### config.mk
export PLATFORM = sky130hd
export DESIGN_NAME = rmj_sqrt_cell
export DESIGN_NICKNAME = d
export VERILOG_FILES = /design/src/hw/rtl/rmj_pkg.sv /design/src/hw/rtl/rmj_sqrt_cell.sv
export SDC_FILE = /design/constraint.sdc
export NUM_CORES = 1
export LEC_CHECK = 0
export ABC_AREA = 1
export CAP_MARGIN = 0
export CORE_MARGIN = 4
export CORE_UTILIZATION = 65
export CTS_CLUSTER_DIAMETER = 40
export CTS_CLUSTER_SIZE = 14
export DETAILED_ROUTE_END_ITERATION = 16
export DONT_BUFFER_PORTS = 1
export PLACE_DENSITY_LB_ADDON = 0.05
export SLEW_MARGIN = 20
export SYNTH_ARGS = -nofsm -noshare
export SYNTH_HDL_FRONTEND = slang
export SYNTH_SLANG_ARGS = --single-unit
### constraint.sdc
create_clock -name clk -period 6.6 [get_ports clk]
set_input_delay 1.32 -clock clk [delete_from_list [all_inputs] [get_ports clk]]
set_output_delay 1.32 -clock clk [all_outputs]
set_load 0.02 [all_outputs]
### src/hw/rtl/rmj_pkg.sv
`timescale 1ns / 1ps
package rmj_pkg;

    localparam int WORD_W     = 32;
    localparam int SQRT_W     = 64;
    localparam int SQRT_STEPS = 32;
    // Quotient bits resolved by one divider lane; anything wider has overflowed.
    localparam int QUO_BITS   = 33;

    localparam logic [WORD_W-1:0] MIN_RANGE_SQ_RESET = 32'd6554;

    typedef logic signed [WORD_W-1:0] word_t;

endpackage

### src/hw/rtl/rmj_sqrt_cell.sv
`timescale 1ns / 1ps
module rmj_sqrt_cell #(
    parameter int STEP = 0
) (
    input  logic                      clk,
    input  logic                      en,
    input  logic [rmj_pkg::SQRT_W-1:0] v_in,
    input  logic [rmj_pkg::SQRT_W-1:0] res_in,
    output logic [rmj_pkg::SQRT_W-1:0] v_out,
    output logic [rmj_pkg::SQRT_W-1:0] res_out
);
    import rmj_pkg::*;

    localparam logic [SQRT_W-1:0] BIT = SQRT_W'(1) << (SQRT_W - 2 - 2 * STEP);

    logic [SQRT_W:0]   trial;
    logic              take;
    logic [SQRT_W-1:0] v_next;
    logic [SQRT_W-1:0] res_next;

    always_comb
    begin
        trial = {1'b0, res_in} + {1'b0, BIT};
        take  = {1'b0, v_in} >= trial;
        if (take)
        begin
            v_next   = v_in - trial[SQRT_W-1:0];
            res_next = (res_in >> 1) + BIT;
        end
        else
        begin
            v_next   = v_in;
            res_next = res_in >> 1;
        end
    end

    always_ff @(posedge clk)
    begin
        if (en)
        begin
            v_out   <= v_next;
            res_out <= res_next;
        end
    end
endmodule

# Word-level counts from Yosys, hierarchy flattened
# Index checks and enable logic that the tools add are counted.
classes:
  add_sub_neg: 3
  n_mux: 2
  magnitude_cmp: 1
ops:
  columns: ["op", "count"]
  rows:
  - ["$add A64 B63 Y65 const B", 1]
  - ["$ge A64 B65 Y1", 1]
  - ["$add A63 B63 Y64 const B", 1]
  - ["$mux W64", 1]
  - ["$sub A64 B64 Y64", 1]
  - ["$mux W63", 1]
totals:
  reg_bits: 128

# Longest topological paths before layout
depth:
  word_depth: 3
  ltp_mapped: 18
  depth_no_buf: 16

# Worst setup path before layout
# No wires, ideal clock.
synth_path:
  path_kind: "input -> register"
  start: "input res_in[62] (netlist bit)"
  end: "register v_out[54] (netlist bit) (data pin)"
  t_arrival_ns: 2.916
  cell_stages: 12
  setup_slack_ns: 3.431
  setup_time_ns: 0.253
  path_buffers: 2
  cell_sequence: "ha_1 > inv_1 > ha_1 > nand2_1 > nor2_1 > nand2_1 > nor4_2 > nand2_2 > buf_6 > buf_2 > nand3_1 > nand2_1"
synth_between:
  elab_chain_cells: 3
synth_rtl:
  columns: ["item", "line_no", "source"]
  rows:
  - ["start, declared", "rmj_sqrt_cell.sv:8", "input logic [rmj_pkg::SQRT_W-1:0] res_in,"]
  - ["$add A64 B63 Y65", "rmj_sqrt_cell.sv:23", "trial = {1'b0, res_in} + {1'b0, BIT};"]
  - ["$ge A64 B65 Y1", "rmj_sqrt_cell.sv:24", "take = {1'b0, v_in} >= trial;"]
  - ["$mux W64", "rmj_sqrt_cell.sv:25", "if (take)"]
  - ["net v_next[54]", "rmj_sqrt_cell.sv:18", "logic [SQRT_W-1:0] v_next;"]
  - ["end signal, assigned", "rmj_sqrt_cell.sv:41", "v_out <= v_next;"]
  - ["end, declared", "rmj_sqrt_cell.sv:9", "output logic [rmj_pkg::SQRT_W-1:0] v_out,"]
# The timed path passes the listed nets, and every way through them passes these cells.
# A chain may end at the register's enable or synchronous reset.

# Final worst setup path
layout_path:
  start: "input res_in[8] (netlist bit)"
  end: "register v_out[0] (netlist bit) (data pin)"
# Same word-level chain as after synthesis.

==> metrics.txt <==
worst min path class=in2reg; Hold Path Depth=0; Post-DP HPWL=about 29000 um; DRT met1 WL=14730 um; DR WL met3=4786 um; multi-input logic area=between 0.005 and 0.006 mm^2; CTS Sinks=between 100 and 150; Die X=between 100 and 150 um; count leader, synth=nand2_1; Pleak=between 6 and 7 nW; minimum clock period=approximately 4300 ps; Crit path max-delay family=simple AND/OR/NAND/NOR gates; largest net degree at the start of global routing=between 100 and 150; Initial DRC Count=roughly 1400; Synth top area share=about a third; I/O Buffers=0; Final Slew Violations=0; first-pass GRT wire length=57350 um; H-tree depth=4; Synth cell types=31; number of global-route vias before repair=between 10000 and 15000; n_diodes=0; Synth Area in Simple Gates=38.00%; PostCTS Resize Cnt=0; Core Box Area=0.01670 mm^2; Worst Hold End=res_out[1]; setup bufs post-CTS=0; CP max FO=67; main combinational cell family by area after synthesis=simple AND/OR/NAND/NOR gates; Max Clock Freq=233.9 MHz; worst path bufs/invs=4; Via Count=11000; clock tree buffer depth=2; outcome=finished, final reports clean; cell taking the most area after synthesis=edfxtp_1; EDFF count, synth=~130; syn_area_per_cell=about 6.4 um^2; Total GRT Usage=37.78%; row count=47; Fin Setup TNS=0 ps; number of fill cells=~1400; commonest cells in the netlist=nand2_1, inv_1, nand3_1; Post-DRT Antenna Nets=0; Avg Vias per Cell=5.598; Synth Area in Adders=7.491%; DR top layer=met4; CTS buffer count=17; max incr delay on CP=670 ps; Synth Area in Compound Gates=roughly 2.3%; ratio of final minimum period to clock period=64.77%; CP Data Required Time=6750 ps; pwr/cell area=roughly 240 mW/mm^2; Final Hold Vio Count=0; register bit total from synthesis=between 100 and 150; critical path's slowest cell=nand2_4; CP startpoint=res_in[8]; CTS clk-pin slew, worst paths=70 ps; Final nets=1928; Cells after Synth=between 1500 and 2000; register area share after synthesis=between 30 and 40%; Synth Flop Type=edfxtp_1; Crit path top cell by count=nand2_1; final setup violation count=0; cells along the critical path=inv_1 -> ha_1 -> nand2_1 -> nand2_1 -> inv_1 -> nand2_1 -> inv_2 -> nand3_2 -> nand2_1 -> nand2_2 -> nand2_2 -> nand2_1 -> nand2_2 -> buf_4 -> nand2_4 -> nand2_1 -> o21ai_0; synth warn=0; post-place setup slack=1966 ps; hold buffer count at CTS=0; mux cell area share after synthesis=0%; initial antenna violation count=0; Pre-antenna DRT Iters=6; I/O pins=between 200 and 300; RSZ-0062 raised after global routing=false; critical path launch point type=input pin; worst IR drop on VDD=approximately 0.17 mV; final worst slack=~2300 ps; Syn Nets=about 1900; slew at the pin closest to its max-slew limit=820.1 ps; Area growth, synth to finish=6.557%; Initial Util=66.61%; critical path data arrival time=between 4000 and 5000 ps; WL met2=roughly 16000 um; GPL Wtd Cong=roughly 1; layout cell share with drive strength beyond 1=roughly 4.3%; WL/cell=roughly 19 um; WL final=about 37000 um; max_cap viols=0; Root Driver=clkbuf_16; worst setup path class=in2reg; synth top area cells=edfxtp_1, nand2_1, inv_1; worst rel slew slack=between 40% and 50%; Register Area=approximately 0.0038 mm^2; Die Area=between 0.015 and 0.02 mm^2; TritonCTS clock tree=done; Synth Cell Area=~0.011 mm^2; Worst setup EP type=flop; post-synthesis async set-or-reset flop share=0%; post-route DRC violation count=0; GRT Residual Overflow=0; Die Y=approximately 140 um; post-synthesis xor/xnor area fraction=under 10%; hold path startpoint=res_in[2]
==> power breakdown <==
part / internal (mW) / switching, mW
Combinational: 0.213 / 0.498
Sequential: 1.02 / 0.156
Clock: 0.560 / 0.408
Total: 1.79 / 1.06
==> how the worst max path moves through the flow <==
stage | endpoint | slack (ps) | cells after the start
floorplan | v_out[54] | 3430 | 12
global placement | v_out[32] | 2190 | 17
detailed placement | v_out[0] | 1970 | 17
CTS | v_out[32] | 2380 | 17
global route | v_out[0] | 2080 | 17
finish | v_out[0] | 2330 | 17
==> area by class of cell <==
cell class,instances,share of cell area (%)
Clock inverter,15,1.341
Clock buffer,17,3.589
Inverter,410,12.98
Sequential cell,128,32.43
Tap cell,220,2.322
Timing Repair Buffer,2,0.1267
Multi-Input combinational cell,1173,47.21
==> stage by stage <==
step | area (um^2) | utilization (%) | total power [mW] | hold WS [ps] | cells
floorplan | 11120 | - | 1.686 | 1419 | 1732
global placement | 11270 | 67.48 | 1.843 | 1419 | 1933
detailed placement | 11270 | 67.48 | 1.874 | 1419 | 1933
CTS | 11850 | 70.98 | 2.826 | 975.7 | 1965
global route | 11850 | 70.98 | 2.977 | 964.0 | 1965
finish | 11850 | 70.98 | 2.855 | 975.6 | 1965
==> sequential cells by signal (all words and copies together) (netlist names) <==
name	flops
res_out	64
v_out	64
==> cells in the final DEF, fill, tap and decap left out, drive strengths merged, types with 7 or more instances in the layout <==
master    n
clkbuf   17
a21oi    43
nand2   733
ha       65
o21ai     8
nor3      8
nand3b   15
nor2    117
xor2     30
inv     413
nand4     7
edfxtp  128
nand3   133
clkinv    8
==> logic make-up (layout without fill, tap and decap cells) <==
kind of cell / count (synthesis) / count (layout)
AO/OA/AOI/OAI: 51 / 51
XOR/XNOR: 31 / 31
adder cells (fa/ha/maj): 66 / 66
buffers and inverters: 431 / 444
flip-flops: 128 / 128
AND/OR/NAND/NOR: 1025 / 1025
==> layer usage <==
metal | up-vias | global-route usage [%]
met3 | 98 | 11.10
met2 | 778 | 58.19
met4 | 0 | 13.23
met5 | - | 0
met1 | 4885 | 51.14
li1 | 5240 | -
(Power assumes the default switching activity.)
